**src/design/arsq_pkg.sv**
```systemverilog
// ----------------------------------------------------------------------------
// arsq_pkg - shared types and constants for the retransmit slot queue
// Opcodes, register indexes, reset values, payload structs and the
// command/status structs between controller and datapath.
// ----------------------------------------------------------------------------
package arsq_pkg;

  localparam int unsigned SLOTS_DEF            = 8;
  localparam int unsigned MAX_PACKET_BYTES_DEF = 64;

  localparam int unsigned CFG_DATA_W = 16;
  localparam int unsigned CFG_IDX_W  = 1;

  localparam logic [CFG_IDX_W-1:0] CFG_ACK_WAIT_LIMIT = 1'd0;
  localparam logic [CFG_IDX_W-1:0] CFG_RETRY_LIMIT    = 1'd1;

  localparam logic [15:0] ACK_WAIT_LIMIT_RST = 16'd100;
  localparam logic [7:0]  RETRY_LIMIT_RST    = 8'd3;

  localparam logic [2:0] OP_LOAD    = 3'd0;
  localparam logic [2:0] OP_ACK     = 3'd1;
  localparam logic [2:0] OP_TICK    = 3'd2;
  localparam logic [2:0] OP_TX_DONE = 3'd3;
  localparam logic [2:0] OP_POLL    = 3'd4;

  typedef struct packed {
    logic [2:0] opcode;
    logic [7:0] transaction_id;
    logic [6:0] packet_length;
  } req_t;

  typedef struct packed {
    logic       send_start;
    logic [2:0] send_slot;
    logic [6:0] send_length;
    logic       load_accepted;
    logic [2:0] load_slot;
    logic       ack_matched;
    logic       slot_discarded;
  } rsp_t;

  // controller -> datapath
  typedef struct packed {
    logic latch;
    logic scan_zero;
    logic scan_cur;
    logic step;
    logic load_write;
    logic ack_clear;
    logic tick;
    logic free_line;
    logic poll_begin;
    logic discard;
    logic send_sel;
    logic send_len;
    logic out_load;
  } cmd_t;

  // datapath -> controller
  typedef struct packed {
    logic [2:0] op;
    logic       poll_ok;
    logic       cur_valid;
    logic       is_current;
    logic       retry_over;
    logic       id_match;
    logic       last;
    logic       out_busy;
  } status_t;

endpackage

```
**src/design/arsq_req_if.sv**
```systemverilog
// ----------------------------------------------------------------------------
// arsq_req_if - request channel
// Valid/ready channel carrying one request item.
// ----------------------------------------------------------------------------
interface arsq_req_if;
  logic           valid;
  logic           ready;
  arsq_pkg::req_t data;

  modport source (output valid, output data, input ready);
  modport sink   (input valid, input data, output ready);
endinterface

```
**src/design/arsq_rsp_if.sv**
```systemverilog
// ----------------------------------------------------------------------------
// arsq_rsp_if - result channel
// Valid/ready channel carrying one result item.
// ----------------------------------------------------------------------------
interface arsq_rsp_if;
  logic           valid;
  logic           ready;
  arsq_pkg::rsp_t data;

  modport source (output valid, output data, input ready);
  modport sink   (input valid, input data, output ready);
endinterface

```
**src/design/arsq_ctrl.sv**
```systemverilog
// ----------------------------------------------------------------------------
// arsq_ctrl - sequencer of the retransmit slot queue
// Decodes each request and walks the slot scans one slot per cycle.
// ----------------------------------------------------------------------------
module arsq_ctrl (
  input  logic               clk_i,
  input  logic               rst_ni,
  input  logic               in_valid_i,
  output logic               in_ready_o,
  input  arsq_pkg::status_t  status_i,
  output arsq_pkg::cmd_t     cmd_o
);

  localparam logic [2:0] S_IDLE      = 3'd0;
  localparam logic [2:0] S_DISPATCH  = 3'd1;
  localparam logic [2:0] S_LOAD_SCAN = 3'd2;
  localparam logic [2:0] S_ACK_RD    = 3'd3;
  localparam logic [2:0] S_ACK_CMP   = 3'd4;
  localparam logic [2:0] S_POLL_SCAN = 3'd5;
  localparam logic [2:0] S_POLL_LEN  = 3'd6;
  localparam logic [2:0] S_DONE      = 3'd7;

  logic [2:0] state_q, state_d;

  assign in_ready_o = (state_q == S_IDLE);

  always_comb begin
    state_d = state_q;
    cmd_o   = '0;
    unique case (state_q)
      S_IDLE: begin
        if (in_valid_i) begin
          cmd_o.latch = 1'b1;
          state_d     = S_DISPATCH;
        end
      end
      S_DISPATCH: begin
        unique case (status_i.op)
          arsq_pkg::OP_LOAD: begin
            cmd_o.scan_cur = 1'b1;
            state_d        = S_LOAD_SCAN;
          end
          arsq_pkg::OP_ACK: begin
            cmd_o.scan_zero = 1'b1;
            state_d         = S_ACK_RD;
          end
          arsq_pkg::OP_TICK: begin
            cmd_o.tick = 1'b1;
            state_d    = S_DONE;
          end
          arsq_pkg::OP_TX_DONE: begin
            cmd_o.free_line = 1'b1;
            state_d         = S_DONE;
          end
          arsq_pkg::OP_POLL: begin
            if (status_i.poll_ok) begin
              cmd_o.poll_begin = 1'b1;
              cmd_o.scan_cur   = 1'b1;
              state_d          = S_POLL_SCAN;
            end else begin
              state_d = S_DONE;
            end
          end
          default: state_d = S_DONE;
        endcase
      end
      S_LOAD_SCAN: begin
        if (!status_i.cur_valid) begin
          cmd_o.load_write = 1'b1;
          state_d          = S_DONE;
        end else if (status_i.last) begin
          state_d = S_DONE;
        end else begin
          cmd_o.step = 1'b1;
        end
      end
      // read of the first id is in flight
      S_ACK_RD: state_d = S_ACK_CMP;
      S_ACK_CMP: begin
        if (status_i.id_match) begin
          cmd_o.ack_clear = 1'b1;
          state_d         = S_DONE;
        end else if (status_i.last) begin
          state_d = S_DONE;
        end else begin
          cmd_o.step = 1'b1;
        end
      end
      S_POLL_SCAN: begin
        if (status_i.cur_valid && status_i.is_current && status_i.retry_over) begin
          cmd_o.discard = 1'b1;
          cmd_o.step    = 1'b1;
        end else if (status_i.cur_valid) begin
          cmd_o.send_sel = 1'b1;
          state_d        = S_POLL_LEN;
        end else if (status_i.last) begin
          state_d = S_DONE;
        end else begin
          cmd_o.step = 1'b1;
        end
      end
      S_POLL_LEN: begin
        cmd_o.send_len = 1'b1;
        state_d        = S_DONE;
      end
      S_DONE: begin
        if (!status_i.out_busy) begin
          cmd_o.out_load = 1'b1;
          state_d        = S_IDLE;
        end
      end
      default: state_d = S_IDLE;
    endcase
  end

  always_ff @(posedge clk_i or negedge rst_ni) begin
    if (!rst_ni) begin
      state_q <= S_IDLE;
    end else begin
      state_q <= state_d;
    end
  end

  // a request is taken only from idle
  assert property (@(posedge clk_i) disable iff (!rst_ni)
    cmd_o.latch |=> (state_q == S_DISPATCH))
    else $error("latch did not enter dispatch");

  // a result is only loaded out of the done state
  assert property (@(posedge clk_i) disable iff (!rst_ni)
    cmd_o.out_load |=> (state_q == S_IDLE))
    else $error("result load did not return to idle");

  // apart from a discard, the last scan slot never steps further
  assert property (@(posedge clk_i) disable iff (!rst_ni)
    (cmd_o.step && !cmd_o.discard) |-> !status_i.last)
    else $error("scan stepped past last slot");

endmodule

```
**src/design/arsq_dp.sv**
```systemverilog
// ----------------------------------------------------------------------------
// arsq_dp - datapath of the retransmit slot queue
// Slot store, valid bits, link state, scan pointer and result registers.
// ----------------------------------------------------------------------------
module arsq_dp #(
  parameter int unsigned SLOTS            = arsq_pkg::SLOTS_DEF,
  parameter int unsigned MAX_PACKET_BYTES = arsq_pkg::MAX_PACKET_BYTES_DEF
) (
  input  logic                                clk_i,
  input  logic                                rst_ni,
  input  logic                                cfg_we_i,
  input  logic [arsq_pkg::CFG_IDX_W-1:0]      cfg_index_i,
  input  logic [arsq_pkg::CFG_DATA_W-1:0]     cfg_data_i,
  input  arsq_pkg::req_t                      req_i,
  output logic                                out_valid_o,
  input  logic                                out_ready_i,
  output arsq_pkg::rsp_t                      out_data_o,
  input  arsq_pkg::cmd_t                      cmd_i,
  output arsq_pkg::status_t                   status_o
);

  localparam int unsigned IDX_W = $clog2(SLOTS);
  localparam logic [IDX_W-1:0] LAST_IDX = IDX_W'(SLOTS - 1);
  localparam logic [7:0] MAX_LEN = 8'(MAX_PACKET_BYTES);

  // configuration
  logic [15:0] ack_wait_limit_q;
  logic [7:0]  retry_limit_q;

  // latched request
  logic [2:0] op_q;
  logic [7:0] tid_q;
  logic [6:0] len_q;

  // link state
  logic [SLOTS-1:0] valid_q;
  logic [IDX_W-1:0] cur_q;
  logic [15:0]      wait_q;
  logic             ack_seen_q;
  logic [7:0]       retry_q;
  logic             line_free_q;

  // scan pointer
  logic [IDX_W-1:0] c_q, c_next, i_q, rd_addr;

  // slot store
  logic [7:0] id_mem  [SLOTS];
  logic [6:0] len_mem [SLOTS];
  logic [7:0] rd_id_q;
  logic [6:0] rd_len_q;

  logic [7:0]       retry_inc;
  logic [6:0]       len_clamped;
  logic [IDX_W+2:0] c_ext;

  arsq_pkg::rsp_t res_q, out_q;
  logic           out_valid_q;

  assign c_next      = (c_q == LAST_IDX) ? '0 : c_q + 1'b1;
  assign rd_addr     = cmd_i.step ? c_next : c_q;
  assign retry_inc   = (retry_q == 8'hFF) ? retry_q : retry_q + 8'd1;
  assign len_clamped = ({1'b0, len_q} > MAX_LEN) ? MAX_LEN[6:0] : len_q;
  assign c_ext       = {3'b000, c_q};

  always_comb begin
    status_o            = '0;
    status_o.op         = op_q;
    status_o.poll_ok    = line_free_q && !((wait_q < ack_wait_limit_q) && !ack_seen_q);
    status_o.cur_valid  = valid_q[c_q];
    status_o.is_current = (c_q == cur_q);
    status_o.retry_over = (retry_inc > retry_limit_q);
    status_o.id_match   = valid_q[c_q] && (rd_id_q == tid_q);
    status_o.last       = (i_q == LAST_IDX);
    status_o.out_busy   = out_valid_q && !out_ready_i;
  end

  always_ff @(posedge clk_i or negedge rst_ni) begin
    if (!rst_ni) begin
      ack_wait_limit_q <= arsq_pkg::ACK_WAIT_LIMIT_RST;
      retry_limit_q    <= arsq_pkg::RETRY_LIMIT_RST;
    end else if (cfg_we_i) begin
      unique case (cfg_index_i)
        arsq_pkg::CFG_ACK_WAIT_LIMIT: ack_wait_limit_q <= cfg_data_i[15:0];
        arsq_pkg::CFG_RETRY_LIMIT:    retry_limit_q    <= cfg_data_i[7:0];
        default: ;
      endcase
    end
  end

  always_ff @(posedge clk_i) begin
    if (cmd_i.latch) begin
      op_q  <= req_i.opcode;
      tid_q <= req_i.transaction_id;
      len_q <= req_i.packet_length;
    end
  end

  always_ff @(posedge clk_i) begin
    if (cmd_i.load_write) begin
      id_mem[c_q]  <= tid_q;
      len_mem[c_q] <= len_clamped;
    end
    rd_id_q  <= id_mem[rd_addr];
    rd_len_q <= len_mem[rd_addr];
  end

  always_ff @(posedge clk_i or negedge rst_ni) begin
    if (!rst_ni) begin
      c_q <= '0;
      i_q <= '0;
    end else if (cmd_i.scan_zero) begin
      c_q <= '0;
      i_q <= '0;
    end else if (cmd_i.scan_cur) begin
      c_q <= cur_q;
      i_q <= '0;
    end else if (cmd_i.step) begin
      c_q <= c_next;
      i_q <= i_q + 1'b1;
    end
  end

  always_ff @(posedge clk_i or negedge rst_ni) begin
    if (!rst_ni) begin
      valid_q     <= '0;
      cur_q       <= '0;
      wait_q      <= '0;
      ack_seen_q  <= 1'b0;
      retry_q     <= '0;
      line_free_q <= 1'b1;
    end else begin
      if (cmd_i.load_write) begin
        valid_q[c_q] <= 1'b1;
      end
      if (cmd_i.ack_clear) begin
        valid_q[c_q] <= 1'b0;
        if (c_q == cur_q) begin
          ack_seen_q <= 1'b1;
          wait_q     <= '0;
        end
      end
      if (cmd_i.tick && (wait_q != 16'hFFFF)) begin
        wait_q <= wait_q + 16'd1;
      end
      if (cmd_i.free_line) begin
        line_free_q <= 1'b1;
      end
      if (cmd_i.poll_begin) begin
        ack_seen_q <= 1'b0;
        wait_q     <= '0;
      end
      if (cmd_i.discard) begin
        retry_q      <= '0;
        valid_q[c_q] <= 1'b0;
      end
      if (cmd_i.send_sel) begin
        if (c_q == cur_q) begin
          retry_q <= retry_inc;
        end
        cur_q       <= c_q;
        line_free_q <= 1'b0;
      end
    end
  end

  // result under construction
  always_ff @(posedge clk_i) begin
    if (cmd_i.latch) begin
      res_q <= '0;
    end else begin
      if (cmd_i.load_write) begin
        res_q.load_accepted <= 1'b1;
        res_q.load_slot     <= c_ext[2:0];
      end
      if (cmd_i.ack_clear) begin
        res_q.ack_matched <= 1'b1;
      end
      if (cmd_i.discard) begin
        res_q.slot_discarded <= 1'b1;
      end
      if (cmd_i.send_sel) begin
        res_q.send_start <= 1'b1;
        res_q.send_slot  <= c_ext[2:0];
      end
      if (cmd_i.send_len) begin
        res_q.send_length <= rd_len_q;
      end
    end
  end

  // output register
  always_ff @(posedge clk_i or negedge rst_ni) begin
    if (!rst_ni) begin
      out_valid_q <= 1'b0;
    end else if (cmd_i.out_load) begin
      out_valid_q <= 1'b1;
    end else if (out_ready_i) begin
      out_valid_q <= 1'b0;
    end
  end

  always_ff @(posedge clk_i) begin
    if (cmd_i.out_load) begin
      out_q <= res_q;
    end
  end

  assign out_valid_o = out_valid_q;
  assign out_data_o  = out_q;

  // the line is only taken by a send
  assert property (@(posedge clk_i) disable iff (!rst_ni)
    $fell(line_free_q) |-> $past(cmd_i.send_sel))
    else $error("line taken without a send");

  // a discard restarts the shared retry count
  assert property (@(posedge clk_i) disable iff (!rst_ni)
    cmd_i.discard |=> (retry_q == 8'd0))
    else $error("retry count not cleared on discard");

  // a loaded slot is valid afterwards
  assert property (@(posedge clk_i) disable iff (!rst_ni)
    cmd_i.load_write |=> valid_q[$past(c_q)])
    else $error("loaded slot not valid");

  // a send result leaves the line busy
  assert property (@(posedge clk_i) disable iff (!rst_ni)
    (cmd_i.out_load && res_q.send_start) |-> !line_free_q)
    else $error("send reported with line free");

endmodule

```
**src/design/ack_retransmit_slot_queue.sv**
```systemverilog
// ----------------------------------------------------------------------------
// ack_retransmit_slot_queue - transmit slot manager for an acked link
// Holds packet descriptors in slots, matches acks and picks what to send.
// ----------------------------------------------------------------------------
// usage
//   req_i carries one request (opcode, transaction id, packet length); each
//   accepted request gives exactly one result on rsp_o, in order.
//   cfg_we_i/cfg_index_i/cfg_data_i write ack_wait_limit (index 0) and
//   retry_limit (index 1); write them only while no request is in flight.
//   steps from request to result register:
//     tick, transmit done, unknown opcode, blocked poll: straight to done
//     load: probes slots one by one from the current slot for a free one
//     ack: reads slot ids from the slot store one by one from slot 0
//     poll: probes slots from the current slot, then reads the length
//   one request is in work at a time; the slot scan and the single read
//   port of the slot store set how long each request takes.
//   reset empties all slots, frees the line and clears the counters; the
//   registers return to 100 and 3.
//   a stalled result waits in the output register; the next request is
//   still taken and worked, and its result waits until the old one leaves.
// ----------------------------------------------------------------------------
module ack_retransmit_slot_queue #(
  parameter int unsigned SLOTS            = arsq_pkg::SLOTS_DEF,
  parameter int unsigned MAX_PACKET_BYTES = arsq_pkg::MAX_PACKET_BYTES_DEF
) (
  input  logic                            clk_i,
  input  logic                            rst_ni,
  input  logic                            cfg_we_i,
  input  logic [arsq_pkg::CFG_IDX_W-1:0]  cfg_index_i,
  input  logic [arsq_pkg::CFG_DATA_W-1:0] cfg_data_i,
  arsq_req_if.sink                        req_i,
  arsq_rsp_if.source                      rsp_o
);

  arsq_pkg::cmd_t    cmd;
  arsq_pkg::status_t status;

  arsq_ctrl u_ctrl (
    .clk_i      (clk_i),
    .rst_ni     (rst_ni),
    .in_valid_i (req_i.valid),
    .in_ready_o (req_i.ready),
    .status_i   (status),
    .cmd_o      (cmd)
  );

  arsq_dp #(
    .SLOTS            (SLOTS),
    .MAX_PACKET_BYTES (MAX_PACKET_BYTES)
  ) u_dp (
    .clk_i       (clk_i),
    .rst_ni      (rst_ni),
    .cfg_we_i    (cfg_we_i),
    .cfg_index_i (cfg_index_i),
    .cfg_data_i  (cfg_data_i),
    .req_i       (req_i.data),
    .out_valid_o (rsp_o.valid),
    .out_ready_i (rsp_o.ready),
    .out_data_o  (rsp_o.data),
    .cmd_i       (cmd),
    .status_o    (status)
  );

endmodule

```
**src/flat_wrapper.sv**
```systemverilog
// flat-port wrapper written by rule: the top's interface ports become plain ports
module ack_retransmit_slot_queue_flat 
#(
  parameter int unsigned SLOTS            = arsq_pkg::SLOTS_DEF,
  parameter int unsigned MAX_PACKET_BYTES = arsq_pkg::MAX_PACKET_BYTES_DEF
)
  (clk_i, rst_ni, cfg_we_i, cfg_index_i, cfg_data_i, req_i_valid, req_i_data, req_i_ready, rsp_o_valid, rsp_o_data, rsp_o_ready);
  arsq_req_if req_i_i ();
  arsq_rsp_if rsp_o_i ();
  input  logic clk_i;
  input  logic rst_ni;
  input  logic cfg_we_i;
  input  logic [arsq_pkg::CFG_IDX_W-1:0] cfg_index_i;
  input  logic [arsq_pkg::CFG_DATA_W-1:0] cfg_data_i;
  input wire logic [$bits(req_i_i.valid)-1:0] req_i_valid;
  input wire logic [$bits(req_i_i.data)-1:0] req_i_data;
  output wire logic [$bits(req_i_i.ready)-1:0] req_i_ready;
  output wire logic [$bits(rsp_o_i.valid)-1:0] rsp_o_valid;
  output wire logic [$bits(rsp_o_i.data)-1:0] rsp_o_data;
  input wire logic [$bits(rsp_o_i.ready)-1:0] rsp_o_ready;
  assign req_i_i.valid = req_i_valid;
  assign req_i_i.data = req_i_data;
  assign req_i_ready = req_i_i.ready;
  assign rsp_o_valid = rsp_o_i.valid;
  assign rsp_o_data = rsp_o_i.data;
  assign rsp_o_i.ready = rsp_o_ready;
  ack_retransmit_slot_queue #(.SLOTS(SLOTS), .MAX_PACKET_BYTES(MAX_PACKET_BYTES)) u_core (.clk_i(clk_i), .rst_ni(rst_ni), .cfg_we_i(cfg_we_i), .cfg_index_i(cfg_index_i), .cfg_data_i(cfg_data_i), .req_i(req_i_i), .rsp_o(rsp_o_i));
endmodule
```
**config.mk**
```make
export PLATFORM = sky130hd
export DESIGN_NAME = ack_retransmit_slot_queue_flat
export DESIGN_NICKNAME = d
export VERILOG_FILES = /design/src/design/arsq_pkg.sv /design/src/design/arsq_req_if.sv /design/src/design/arsq_rsp_if.sv /design/src/design/arsq_ctrl.sv /design/src/design/arsq_dp.sv /design/src/design/ack_retransmit_slot_queue.sv /design/src/flat_wrapper.sv
export SDC_FILE = /design/constraint.sdc
export NUM_CORES = 1
export LEC_CHECK = 0
export BUFFER_PORTS_ARGS = -buffer_cell sky130_fd_sc_hd__buf_4
export CORE_AREA = 2 2 154 156
export CTS_CLUSTER_SIZE = 24
export DETAILED_ROUTE_END_ITERATION = 8
export DIE_AREA = 0 0 156 158
export PLACE_DENSITY = 0.62
export SLEW_MARGIN = 40
export SYNTH_ARGS = -nofsm -noshare
export SYNTH_HDL_FRONTEND = slang
export SYNTH_HIERARCHICAL = 1
export SYNTH_SLANG_ARGS = --single-unit
```
**constraint.sdc**
```tcl
create_clock -name clk_i -period 5.46 [get_ports clk_i]
set_input_delay 1.092 -clock clk_i [delete_from_list [all_inputs] [get_ports clk_i]]
set_output_delay 1.092 -clock clk_i [all_outputs]
set_load 0.01 [all_outputs]
```
* Yosys cells after proc, flatten, opt, wreduce, memory -nomap -nowiden *
Memory sizes are Yosys's and may differ from the RTL's. A register that Yosys moved wholly into a read port is not among the register bits.
Cells that the tools add are included.

storage, ports and cells
  register bits = 123
  memory bits (writable) = 120
  output and inout port bits = 19
  word-level logic and storage cells = 159
  memories kept = 2

cells by class
  add/sub/neg operators = 4
  order comparisons = 5
  equality and inequality tests = 20
  muxes and demuxes = 69
  bitwise operators = 5
  reductions and logical operators = 25

memory list
  name                 depth  bits a word  read ports  clocked after memory_dff  wr ports  RTL line       text
  u_core.u_dp.id_mem   8      8            1           1                         1         arsq_dp.sv:47  logic [7:0] id_mem [SLOTS];
  u_core.u_dp.len_mem  8      7            1           1                         1         arsq_dp.sv:48  logic [6:0] len_mem [SLOTS];

operators by type and width
  operator                                                         count
  16-bit two-way mux                                               4
  8-bit two-way mux                                                7
  3-bit two-way mux                                                15
  1-bit two-way mux                                                33
  3-bit case mux with 8 select lines                               1
  3-bit == test, second input constant                             7
  16-bit by 1-bit adder with 16-bit output, second input constant  1
  8-bit bitwise AND                                                2
  16-bit less-than comparator                                      1
  16-bit inequality test, second input constant                    1
  3-bit by 2-bit == test with 1-bit output, second input constant  4
  3-bit case mux with 3 select lines                               1
  3-bit nonzero test                                               3
  8-bit by 1-bit adder with 8-bit output, second input constant    1
  8-bit == test                                                    1
  8-bit == test, second input constant                             1
  8-bit > comparator                                               1
  1-bit logical AND                                                8
  8-bit inverter                                                   1
  8-bit OR                                                         1
  2-bit AND reduction                                              4
  2-bit nonzero test                                               4
  7-bit > comparator, second input constant                        1
  7-bit two-way mux                                                1
  other kinds (15)                                                 24

* Depth between registers and ports, before layout *
Gate-level depths: netlist of run 1.

  depth after elaboration = 10
  mapped depth = 21
  mapped depth without buffers = 18

* Cells and area by module *
The synthesis of run 1 kept the hierarchy.

by module, submodules not included
  module     times used  cells an instance  area each (um^2)
  arsq_dp    1           730                10532.6
  arsq_ctrl  1           59                 394.1

* Worst setup path after synthesis of run 1 *
No wires, ideal clock.

  path type = flip-flop to flip-flop
  start = register u_core.u_dp.retry_q[0]
  end = register u_core.u_dp.rd_len_q[0] (read register of u_core.u_dp.len_mem)
  arrival = 4.026 ns
  data required time = 5.345 ns
  path slack = 1.320 ns
  stages on the path, launching flop included = 19
  path buffers = 3
  cell sequence = dfrtp_1 ha_1 and3_1 buf_2 nand3_1 mux2_2 ha_1 nor2b_1 o21ai_0 nand2b_1 a21oi_1 o31ai_1 nand3_1 o21ai_0 buf_4 mux2i_4 buf_8 mux4_2 o21a_1

RTL lines
  item                    RTL line        text
  from (decl)             arsq_dp.sv:40   logic [7:0] retry_q;
  from (signal assigned)  arsq_dp.sv:158  retry_q <= retry_inc;
  to (decl)               arsq_dp.sv:50   logic [6:0] rd_len_q;

==> flow_metrics.env, run 1 <==
export IMPL_die_y_um=158
export IMPL_finalNetCount=923
export IMPL_ctsHtreeMaxLevel=1
export IMPL_path_class="flip-flop to flip-flop"
export IMPL_period_share=0.8491
export IMPL_drive_above_1_share=0.1975
export IMPL_hold_ws_ns=0.4334
export IMPL_ir_drop_uv=393.5
export IMPL_clock_sinks=258
export IMPL_synth_edff_count=155
export IMPL_core_area_mm2=0.02305
export IMPL_yosysSeqAreaShare=0.6479
export IMPL_skew_ns=0.02608
export IMPL_finalPower_mw=6.721
export IMPL_root_buffer="clkbuf_16"
export IMPL_syn_nets=858
export IMPL_hp_class="flip-flop to flip-flop"
export IMPL_cp_max_fo=27
export IMPL_place_congestion=0.8266
export IMPL_rsz0062_at_grt="no"
export IMPL_placed_cells=1114
export IMPL_start_kind="flip-flop"
export IMPL_yosysTopAreaCell="edfxtp_1"
export IMPL_reg2reg_depth=17
export IMPL_place_ws_ns=0.8289
export IMPL_setup_slack_ns=0.8240
export IMPL_worst_hold_path_endpoint="u_core/u_dp/out_data_o[15]"
export IMPL_setup_viol=0
export IMPL_synth_top_cell_area_share=0.4260
export IMPL_drt_iter0_markers=382
export IMPL_syn_area_mm2=0.01093
export IMPL_max_clock_freq_mhz=215.7
export IMPL_avgSynthCellArea_um2=13.85
export IMPL_async_flop_share=0.2752
export IMPL_cts_setup_buffers=0
export IMPL_pwr_density_cell_mw_per_mm2=529.7
export IMPL_finalInstanceArea_mm2=0.01269
export IMPL_cp_data_arrival_time_ns=5.08
export IMPL_synth_distinct_cells=70
export IMPL_worstHoldPathCells=0
export IMPL_cts_tree="done"
export IMPL_die_area_mm2=0.02465
export IMPL_fin_util=0.5504
export IMPL_clk_latency_ns=0.55
export IMPL_nFillCells=1861
export IMPL_cts_buffer_depth=3
export IMPL_placed_area_mm2=0.01170
export IMPL_dr_total_vias=6556
export IMPL_cts_repair_resized=0
export IMPL_ys_flop_type="edfxtp_1"
export IMPL_status="finished, final reports clean"
export IMPL_rows=56
export IMPL_worst_r2r_setup_slack_ns=0.82
export IMPL_via_per_inst=5.623
export IMPL_route_detailed_drc=0
export IMPL_final_cell_mix="edfxtp_1 (155), buf_4 (65), dfrtp_1 (65)"
export IMPL_routedWlPerCell_um=18.27
export IMPL_antennaDiodeCount=0
export IMPL_hold_buffers=0
export IMPL_synthCells=789
export IMPL_tightest_slew_ns=0.7115
export IMPL_r2r_end="u_core/u_dp/rd_len_q[6]"
export IMPL_start_util=0.4740
export IMPL_grt_total_usage=0.1756
export IMPL_crit_required_ns=5.90
export IMPL_firstDrtPassIters=5
export IMPL_final_common_cell="edfxtp_1"
export IMPL_antenna_found_initial=0
export IMPL_grt_pass1_wl_um=34130
export IMPL_seqCellArea_mm2=0.007079
export IMPL_cts_inserted_buffers=28
export IMPL_area_growth_pct=16.12
export IMPL_cap_violations=0
export IMPL_min_period_ns=4.636
export IMPL_die_x_um=156
export IMPL_stdcell_count=1166
export IMPL_drv_slew=0
export IMPL_postRouteWirelength_um=21300
export IMPL_hold_violations=0
export IMPL_hpwl_um=13790
export IMPL_portBuffers=58
export IMPL_relSlewSlack=0.5256
export IMPL_clk_pin_slew_worst_paths_ns=0.06
export IMPL_overflow=0
export IMPL_yosysWarningCount=6
export IMPL_grt_pass1_vias=6647
export IMPL_grt_max_degree=72
export IMPL_drtAntennaViolNets=0
export IMPL_io_pins=59
export IMPL_synth_area_leaders="edfxtp_1 (43%), dfrtp_1 (15%), dfxtp_1 (5.9%), ha_1 (3.3%), mux2i_1 (2.5%)"
export IMPL_tns_ns=0
export IMPL_p_leak_nw=4.869
export IMPL_synth_seq_cells=258
export IMPL_cp_end_kind="flip-flop"
export IMPL_multi_input_area_mm2=0.003577
export IMPL_hold_start="u_core/u_dp/res_q[15]"
export IMPL_r2r_start="u_core/u_dp/retry_q[0]"
## synthesized netlist by cell type (11+ instances only)
cell and count:
o221ai_1 15, edfxtp_1 155, and3_1 12, dfrtp_1 65
ha_1 29, a21oi_1 26, nor2_1 45, nand2_1 37
dfxtp_1 32, mux2_2 13, o211ai_1 15, clkbuf_1 19
o21a_1 21, nor3_1 11, nand3_1 16, inv_1 40
mux2i_1 27, xor2_1 12, o21ai_0 35, nor2b_1 15
o21ai_1 12
## report_power, final
part | switching [mW] | internal [mW]
Combinational | 1.17 | 0.985
Sequential | 0.230 | 2.40
Clock | 0.750 | 1.19
## worst max-delay path by stage
stage                     slack (ns)  depth (start not counted)                       to              startpoint
final                           0.82                         17  u_core/u_dp/rd_len_q[6]  u_core/u_dp/retry_q[0]
after global routing            0.51                         17  u_core/u_dp/rd_len_q[6]  u_core/u_dp/retry_q[0]
after CTS                       0.82                         17  u_core/u_dp/rd_len_q[6]  u_core/u_dp/retry_q[0]
after detailed placement        0.83                         17  u_core/u_dp/rd_len_q[6]  u_core/u_dp/retry_q[0]
after global placement          0.99                         17  u_core/u_dp/rd_len_q[6]  u_core/u_dp/retry_q[0]
after floorplan                 1.32                         18  u_core/u_dp/rd_len_q[0]  u_core/u_dp/retry_q[0]
## critical path: stages (launching register included)
cell and delay, ns:
dfrtp_1 0.41, ha_1 0.28, and3_1 0.26, nand3_1 0.26
mux2_2 0.37, ha_1 0.28, nor2b_1 0.13, o21ai_0 0.09
nand2b_1 0.09, a21oi_1 0.07, o31ai_1 0.26, nand3_1 0.20
o21ai_0 0.13, buf_4 0.23, mux2i_4 0.24, buf_4 0.41
mux4_1 0.62, o21a_1 0.18
## cell families after synthesis
| kind of cell | after synthesis | share of synthesized area |
|---|---|---|
| adder cells (fa/ha/maj) | 29 | 0.03321 |
| XOR/XNOR | 16 | 0.01351 |
| flip-flops | 258 | 0.6479 |
| AND/OR/NAND/NOR | 181 | 0.08760 |
| multiplexers | 58 | 0.07798 |
| buffers and inverters | 74 | 0.03218 |
| AO/OA/AOI/OAI | 173 | 0.1076 |
## cell type report
| type | instances | share of cell area |
|---|---|---|
| repair buffers | 69 | 0.04201 |
| multi-input cells | 457 | 0.2819 |
| flip-flops and latches | 258 | 0.5579 |
| inverters | 40 | 0.01183 |
| clock buffers | 40 | 0.06429 |
| well taps | 290 | 0.02860 |
| clock inverters | 12 | 0.01341 |
## routing by layer
layer | vias to the layer above | routed length, um | track usage
met5 | - | 0 | 0
met4 | 0 | 522 | 0.05548
met3 | 39 | 833 | 0.02518
met2 | 136 | 10710 | 0.3142
met1 | 3261 | 9237 | 0.2214
li1 | 3120 | - | -
## sequential cells by signal, summed over array words and instances, names as in the netlist, 7 cells and up
register	cells
u_core/u_dp/id_mem	64
u_core/u_dp/ack_wait_limit_q	16
u_core/u_dp/valid_q	8
u_core/u_dp/rd_id_q	8
u_core/u_dp/tid_q	8
u_core/u_dp/len_q	7
u_core/u_dp/wait_q	16
u_core/u_dp/res_q	17
u_core/u_dp/rd_len_q	7
u_core/u_dp/retry_q	8
u_core/u_dp/out_data_o	17
u_core/u_dp/retry_limit_q	8
u_core/u_dp/len_mem	56
Power figures use the tool's default switching activity.
==> inputs of run 2 (changes only) <==
--- a/config.mk
+++ b/config.mk
@@ -5,12 +5,13 @@
 export SDC_FILE = /design/constraint.sdc
 export NUM_CORES = 1
 export LEC_CHECK = 0
+export ABC_AREA = 1
 export BUFFER_PORTS_ARGS = -buffer_cell sky130_fd_sc_hd__buf_4
-export CORE_AREA = 2 2 154 156
+export CORE_AREA = 2 2 157 159
 export CTS_CLUSTER_SIZE = 24
 export DETAILED_ROUTE_END_ITERATION = 8
-export DIE_AREA = 0 0 156 158
-export PLACE_DENSITY = 0.62
+export DIE_AREA = 0 0 159 161
+export PLACE_DENSITY = 0.61
 export SLEW_MARGIN = 40
 export SYNTH_ARGS = -nofsm -noshare
 export SYNTH_HDL_FRONTEND = slang
==> constraint.sdc (replaced) <==
create_clock -name clk_i -period 4.8 [get_ports clk_i]
set_input_delay 0.96 -clock clk_i [delete_from_list [all_inputs] [get_ports clk_i]]
set_output_delay 0.96 -clock clk_i [all_outputs]
set_load 0.01 [all_outputs]
==> run 2 against run 1 <==
Against the previous run:
- clock power is 11% higher
- wire length rose by 7.4%
- via count is 16% higher
- cell count up 33%
- synthesized cell count up 44%
- critical path depth grew 6
- largest cell class unchanged
- largest power group unchanged
==> flow_metrics.env, run 2 <==
export IMPL_ctsHtreeMaxLevel=1
export IMPL_antenna_found_initial=0
export IMPL_hold_start="u_core/u_dp/res_q[4]"
export IMPL_io_pins=59
export IMPL_die_area_mm2=0.02560
export IMPL_final_common_cell="nand2_1"
export IMPL_cp_end_kind="flip-flop"
export IMPL_grt_pass1_wl_um=37340
export IMPL_p_leak_nw=5.735
export IMPL_relSlewSlack=0.4410
export IMPL_crit_required_ns=5.24
export IMPL_hpwl_um=14760
export IMPL_cts_tree="done"
export IMPL_synth_xor_area_share=0.01705
export IMPL_synth_area_leaders="edfxtp_1 (41%), dfrtp_1 (14%), nand2_1 (9.9%), dfxtp_1 (5.7%), inv_1 (4.8%)"
export IMPL_tightest_slew_ns=0.8348
export IMPL_start_kind="flip-flop"
export IMPL_yosysMostFrequentCell="nand2_1"
export IMPL_synth_distinct_cells=40
export IMPL_largestRegisters="u_core/u_dp/id_mem (64), u_core/u_dp/len_mem (56)"
export IMPL_portBuffers=58
export IMPL_clk_latency_ns=0.55
export IMPL_pwr_density_cell_mw_per_mm2=596.9
export IMPL_drtAntennaViolNets=0
export IMPL_cp_max_fo=43
export IMPL_synth_fa_ha_area_frac=0.03211
export IMPL_stdcell_count=1548
export IMPL_via_per_inst=4.930
export IMPL_placed_area_mm2=0.01213
export IMPL_cts_repair_resized=0
export IMPL_yosysTopAreaCell="edfxtp_1"
export IMPL_die_x_um=159
export IMPL_drt_iter0_markers=480
export IMPL_synthCells=1136
export IMPL_grt_pass1_vias=7148
export IMPL_grt_max_degree=72
export IMPL_yosys_area_share_simple=0.1653
export IMPL_multi_input_area_mm2=0.003481
export IMPL_max_clock_freq_mhz=237.8
export IMPL_avgSynthCellArea_um2=9.947
export IMPL_worst_r2r_setup_slack_ns=0.59
export IMPL_synth_top_cell_area_share=0.4119
export IMPL_grt_total_usage=0.1820
export IMPL_nFillCells=2095
export IMPL_period_share=0.8761
export IMPL_cts_inserted_buffers=27
export IMPL_dr_total_vias=7631
export IMPL_yosysWarningCount=6
export IMPL_core_area_mm2=0.02396
export IMPL_cap_violations=0
export IMPL_async_flop_share=0.2752
export IMPL_clk_pin_slew_worst_paths_ns=0.06
export IMPL_die_y_um=161
export IMPL_finalInstanceArea_mm2=0.01306
export IMPL_rows=57
export IMPL_rsz0062_at_grt="no"
export IMPL_area_growth_pct=15.60
export IMPL_worst_hold_path_endpoint="u_core/u_dp/out_data_o[4]"
export IMPL_min_period_ns=4.205
export IMPL_cts_buffer_depth=3
export IMPL_routedWlPerCell_um=14.78
export IMPL_hp_class="flip-flop to flip-flop"
export IMPL_seqCellArea_mm2=0.007079
export IMPL_r2r_start="u_core/u_dp/retry_q[0]"
export IMPL_synth_mux_area_frac=0
export IMPL_root_buffer="clkbuf_16"
export IMPL_worstHoldPathCells=0
export IMPL_drive_above_1_share=0.1225
export IMPL_synth_top_cells_by_count="nand2_1 (299), edfxtp_1 (155), inv_1 (144), nor2_1 (94), dfrtp_1 (65)"
export IMPL_syn_nets=1205
export IMPL_syn_area_mm2=0.01130
export IMPL_finalNetCount=1272
export IMPL_ir_drop_uv=441.0
export IMPL_r2r_end="u_core/u_dp/rd_id_q[7]"
export IMPL_clock_sinks=258
export IMPL_reg2reg_depth=23
export IMPL_postRouteWirelength_um=22880
export IMPL_synth_top_family_by_area="simple AND/OR/NAND/NOR gates"
export IMPL_route_detailed_drc=0
export IMPL_status="finished, final reports clean"
export IMPL_placed_cells=1498
export IMPL_largest_reg_flops=64
export IMPL_place_congestion=0.8367
export IMPL_regMostFlops="u_core/u_dp/id_mem"
export IMPL_skew_ns=0.01327
export IMPL_antennaDiodeCount=0
export IMPL_setup_viol=0
export IMPL_cts_setup_buffers=0
export IMPL_hold_violations=0
export IMPL_drv_slew=0
export IMPL_tns_ns=0
export IMPL_overflow=0
export IMPL_final_cell_mix="nand2_1 (298), edfxtp_1 (155), inv_1 (144)"
export IMPL_hold_buffers=0
export IMPL_firstDrtPassIters=7
export IMPL_yosysSeqAreaShare=0.6265
export IMPL_synth_seq_cells=258
export IMPL_path_class="flip-flop to flip-flop"
export IMPL_cp_data_arrival_time_ns=4.64
export IMPL_synth_compound_area_share=0.09246
export IMPL_ys_flop_type="edfxtp_1"
export IMPL_synth_edff_count=155
export IMPL_start_util=0.4715
run 2: changes by cell type in the layout (fill, tap and decap cells not counted), moves of 15 or more:
cell | before | now
o221ai_1 | 15 | 0
o21ai_0 | 35 | 53
nand2_1 | 37 | 298
mux2i_1 | 27 | 0
inv_1 | 40 | 144
nand3_1 | 16 | 43
nor2b_1 | 15 | 0
o211ai_1 | 15 | 46
nor2_1 | 39 | 92
o21a_1 | 21 | 2
run 2: cell families after synthesis:
family	Yosys count
simple gates	462
buf+inv	191
flops	258
xor+xnor	22
compound gates	174
fa+ha+maj	29
run 2: layout make-up:
cell class	instances	share of cell area
Inverter	153	0.04397
Tap cell	324	0.03103
Clock inverter	19	0.01743
Clock buffer	31	0.05364
Multi-Input combinational cell	687	0.2665
Sequential cell	258	0.5420
Timing Repair Buffer	76	0.04550
run 2: metal layers:
layer | vias to the layer above | wire length (um) | track usage
li1 | 3897 | - | -
met1 | 3515 | 11420 | 0.2768
met2 | 184 | 9844 | 0.2749
met3 | 35 | 1126 | 0.02337
met4 | 0 | 488 | 0.05413
met5 | - | 0 | 0
run 2: per-stage QoR:
step	hold slack, ns	util	power, mW	worst slack [ns]
2_1_floorplan	0.4086	-	4.982	1.553
3_3_place_gp	0.4191	0.5054	5.643	0.8268
3_5_place_dp	0.4158	0.5064	5.697	0.6122
4_1_cts	0.4323	0.5451	7.878	0.5943
5_1_grt	0.4341	0.5451	8.380	0.08983
6_report	0.4299	0.5451	7.797	0.5947
run 2: where the power goes:
part / internal, mW / total [mW] / switching (mW) / leakage [nW]
Combinational: 0.914 / 2.65 / 1.74 / 2.70
Clock: 1.32 / 2.15 / 0.838 / 0.461
Sequential: 2.76 / 2.99 / 0.231 / 2.57
Total: 4.99 / 7.80 / 2.80 / 5.73
run 2: worst max path at each step:
stage,from,slack [ns],to
CTS,u_core/u_dp/retry_q[0],0.59,u_core/u_dp/rd_id_q[7]
floorplan,u_core/u_dp/retry_q[0],1.55,u_core/u_dp/rd_id_q[3]
global placement,u_core/u_dp/retry_q[0],0.83,u_core/u_dp/rd_id_q[0]
detailed placement,u_core/u_dp/retry_q[0],0.61,u_core/u_dp/rd_id_q[7]
global route,u_core/u_dp/retry_q[0],0.09,u_core/u_dp/rd_id_q[1]
finish,u_core/u_dp/retry_q[0],0.59,u_core/u_dp/rd_id_q[7]
run 2: worst max-delay path, stage by stage, from the launching register on:
cell and delay, ns:
dfrtp_1 0.40, ha_1 0.18, nand2_1 0.09, nor2_1 0.15
nand4_2 0.22, nand2_1 0.11, o21ai_0 0.13, ha_1 0.32
a21oi_1 0.06, o21ai_0 0.15, nand2_1 0.07, a21oi_1 0.14
nand3_1 0.10, o21ai_0 0.09, nand2_1 0.07, o211ai_1 0.37
nand3_1 0.20, nand2_2 0.36, buf_4 0.44, nand2_1 0.12
o211ai_1 0.11, nand2_1 0.07, nand2_1 0.06, nand2_1 0.07
==> inputs of run 3 (changes only) <==
--- a/config.mk
+++ b/config.mk
@@ -7,13 +7,12 @@
 export LEC_CHECK = 0
 export ABC_AREA = 1
 export BUFFER_PORTS_ARGS = -buffer_cell sky130_fd_sc_hd__buf_4
-export CORE_AREA = 2 2 157 159
+export CORE_AREA = 2 2 160 162
 export CTS_CLUSTER_SIZE = 24
 export DETAILED_ROUTE_END_ITERATION = 8
-export DIE_AREA = 0 0 159 161
+export DIE_AREA = 0 0 162 164
 export PLACE_DENSITY = 0.61
 export SLEW_MARGIN = 40
 export SYNTH_ARGS = -nofsm -noshare
 export SYNTH_HDL_FRONTEND = slang
-export SYNTH_HIERARCHICAL = 1
 export SYNTH_SLANG_ARGS = --single-unit
==> run 3 against run 2 <==
Against the previous run:
- wire length is 13% higher
- clock-buffer cell count increased by 9
- cell count rose by 5.9%
- via count increased by 8.5%
==> flow_metrics.env, run 3 <==
export IMPL_final_common_cell="nand2_1"
export IMPL_synth_seq_cells=258
export IMPL_combPwrFrac=0.393
export IMPL_cp_max_fo=46
export IMPL_yosysSeqAreaShare=0.6043
export IMPL_synth_area_leaders="edfxtp_1 (40%), dfrtp_1 (14%), nand2_1 (8.8%), nand3_1 (6.2%), inv_1 (6.2%)"
export IMPL_drive_above_1_share=0.1191
export IMPL_portBuffers=58
export IMPL_clk_pin_slew_worst_paths_ns=0.06
export IMPL_status="finished, final reports clean"
export IMPL_syn_nets=1288
export IMPL_overflow=0
export IMPL_hold_ws_ns=0.4318
export IMPL_critPathBufInv=3
export IMPL_grt_pass1_wl_um=42050
export IMPL_core_area_mm2=0.02482
export IMPL_hold_buffers=0
export IMPL_yosysTopAreaCell="edfxtp_1"
export IMPL_place_congestion=0.8104
export IMPL_cp_end_kind="flip-flop"
export IMPL_cts_buffer_depth=3
export IMPL_avgSynthCellArea_um2=9.610
export IMPL_rsz0062_at_grt="no"
export IMPL_ir_drop_uv=352.1
export IMPL_min_period_ns=3.971
export IMPL_cp_data_arrival_time_ns=4.40
export IMPL_clk_latency_ns=0.54
export IMPL_area_growth_pct=14.76
export IMPL_hold_violations=0
export IMPL_synth_edff_count=155
export IMPL_switching_power_mw=3.195
export IMPL_firstDrtPassIters=5
export IMPL_synthCells=1219
export IMPL_p_seq_frac=0.358
export IMPL_postRouteWirelength_um=25840
export IMPL_drt_iter0_markers=649
export IMPL_critPathMaxStageDelay_ns=0.35
export IMPL_die_y_um=164
export IMPL_route_detailed_drc=0
export IMPL_start_util=0.4720
export IMPL_skew_ns=0.02402
export IMPL_netSwitchingFraction=0.3899
export IMPL_start_kind="flip-flop"
export IMPL_crit_required_ns=5.23
export IMPL_cp_slowest_cell="dfrtp_1"
export IMPL_ctsHtreeMaxLevel=1
export IMPL_yosysMostFrequentCell="nand2_1"
export IMPL_setup_viol=0
export IMPL_ys_flop_type="edfxtp_1"
export IMPL_die_area_mm2=0.02657
export IMPL_grt_total_usage=0.1987
export IMPL_largest_reg_flops=64
export IMPL_cpLargestDelayFamily="simple AND/OR/NAND/NOR gates"
export IMPL_cap_violations=0
export IMPL_hpwl_um=17070
export IMPL_path_class="flip-flop to flip-flop"
export IMPL_yosysWarningCount=0
export IMPL_p_int_mw=4.999
export IMPL_synth_top_cells_by_count="nand2_1 (274), inv_1 (193), edfxtp_1 (155), nand3_1 (145), nor2_1 (81)"
export IMPL_largestRegisters="u_core.u_dp.id_mem (64), u_core.u_dp.len_mem (56)"
export IMPL_tns_ns=0
export IMPL_p_leak_nw=6.101
export IMPL_drv_slew=0
export IMPL_antennaDiodeCount=0
export IMPL_rows=58
export IMPL_placed_area_mm2=0.01257
export IMPL_crit_path_frequent_cell="nand2_1"
export IMPL_cts_tree="done"
export IMPL_period_share=0.8274
export IMPL_finalNetCount=1358
export IMPL_final_cell_mix="nand2_1 (273), inv_1 (193), edfxtp_1 (155)"
export IMPL_die_x_um=162
export IMPL_cts_inserted_buffers=27
export IMPL_grt_max_degree=72
export IMPL_synth_distinct_cells=46
export IMPL_max_clock_freq_mhz=251.8
export IMPL_syn_area_mm2=0.01171
export IMPL_clock_sinks=258
export IMPL_io_pins=59
export IMPL_dr_total_vias=8278
export IMPL_synth_top_cell_area_share=0.3973
export IMPL_tightest_slew_ns=0.8367
export IMPL_cts_repair_resized=0
export IMPL_drtAntennaViolNets=0
export IMPL_root_buffer="clkbuf_16"
export IMPL_hp_class="input pin to async pin"
export IMPL_pwr_density_cell_mw_per_mm2=609.5
export IMPL_relSlewSlack=0.4371
export IMPL_antenna_found_initial=0
export IMPL_cts_setup_buffers=0
export IMPL_via_per_inst=5.048
export IMPL_clkPwrFrac=0.249
export IMPL_routedWlPerCell_um=15.75
export IMPL_regMostFlops="u_core.u_dp.id_mem"
export IMPL_finalInstanceArea_mm2=0.01344
export IMPL_async_flop_share=0.2752
export IMPL_grt_pass1_vias=8022
run 3: power by group through the flow:
stage | Clock (mW) | Combinational, mW | Sequential [mW]
global route | 2.18 | 3.64 | 2.97
floorplan | 0 | 2.35 | 2.91
CTS | 2.09 | 3.22 | 2.93
finish | 2.04 | 3.22 | 2.93
detailed placement | 0 | 3.19 | 2.97
global placement | 0 | 3.11 | 2.96
run 3: routing by layer:
layer  track usage  vias up  part of all wire
li1              -     4143                 -
met1        0.2860     3887              0.48
met2        0.3236      219              0.45
met3       0.02374       29             0.051
met4       0.04827        0             0.017
met5             0        -                 0
run 3: cells by family (layout without fill, tap and decap cells):
| logic type | Yosys count | count (layout) | share of synthesized area |
|---|---|---|---|
| flip-flops | 258 | 258 | 0.6043 |
| AO/OA/AOI/OAI | 102 | 102 | 0.04795 |
| buffers and inverters | 238 | 329 | 0.08085 |
| XOR/XNOR | 16 | 16 | 0.01196 |
| multiplexers | 2 | 2 | 0.001709 |
| adder cells (fa/ha/maj) | 29 | 29 | 0.03097 |
| AND/OR/NAND/NOR | 574 | 574 | 0.2223 |
run 3: stage by stage:
step	util	setup WS (ns)	power, mW	std cells
3_5_place_dp	0.5065	0.8798	6.161	1590
6_report	0.5417	0.8287	8.194	1640
5_1_grt	0.5417	0.4214	8.783	1640
3_3_place_gp	0.5056	1.022	6.078	1589
4_1_cts	0.5417	0.8494	8.244	1640
2_1_floorplan	-	1.752	5.265	1219
run 3: final cells by class:
type / count / area, um^2
Clock buffer: 40 / 774.5
Clock inverter: 10 / 100.1
Fill cell: 2225 / 11370
Inverter: 200 / 750.7
Multi-Input combinational cell: 723 / 3722
Sequential cell: 258 / 7079
Tap cell: 330 / 412.9
Timing Repair Buffer: 79 / 604.3
run 3: worst paths after layout:
path / start / to / depth (start not counted) / slack (ns)
worst min-delay path: rst_ni / u_core.u_dp.ack_wait_limit_q[11] / 1 / 0.43
max in group asynchronous: rst_ni / u_core.u_ctrl.state_q[1] / 1 / 3.87
min in group clk_i: u_core.u_dp.res_q[6] / u_core.u_dp.out_data_o[6] / 0 / 0.43
worst min register to register: u_core.u_dp.res_q[6] / u_core.u_dp.out_data_o[6] / 0 / 0.43
worst max-delay path: u_core.u_dp.retry_q[0] / u_core.u_dp.rd_len_q[1] / 26 / 0.83
worst max register to register: u_core.u_dp.retry_q[0] / u_core.u_dp.rd_len_q[1] / 26 / 0.83
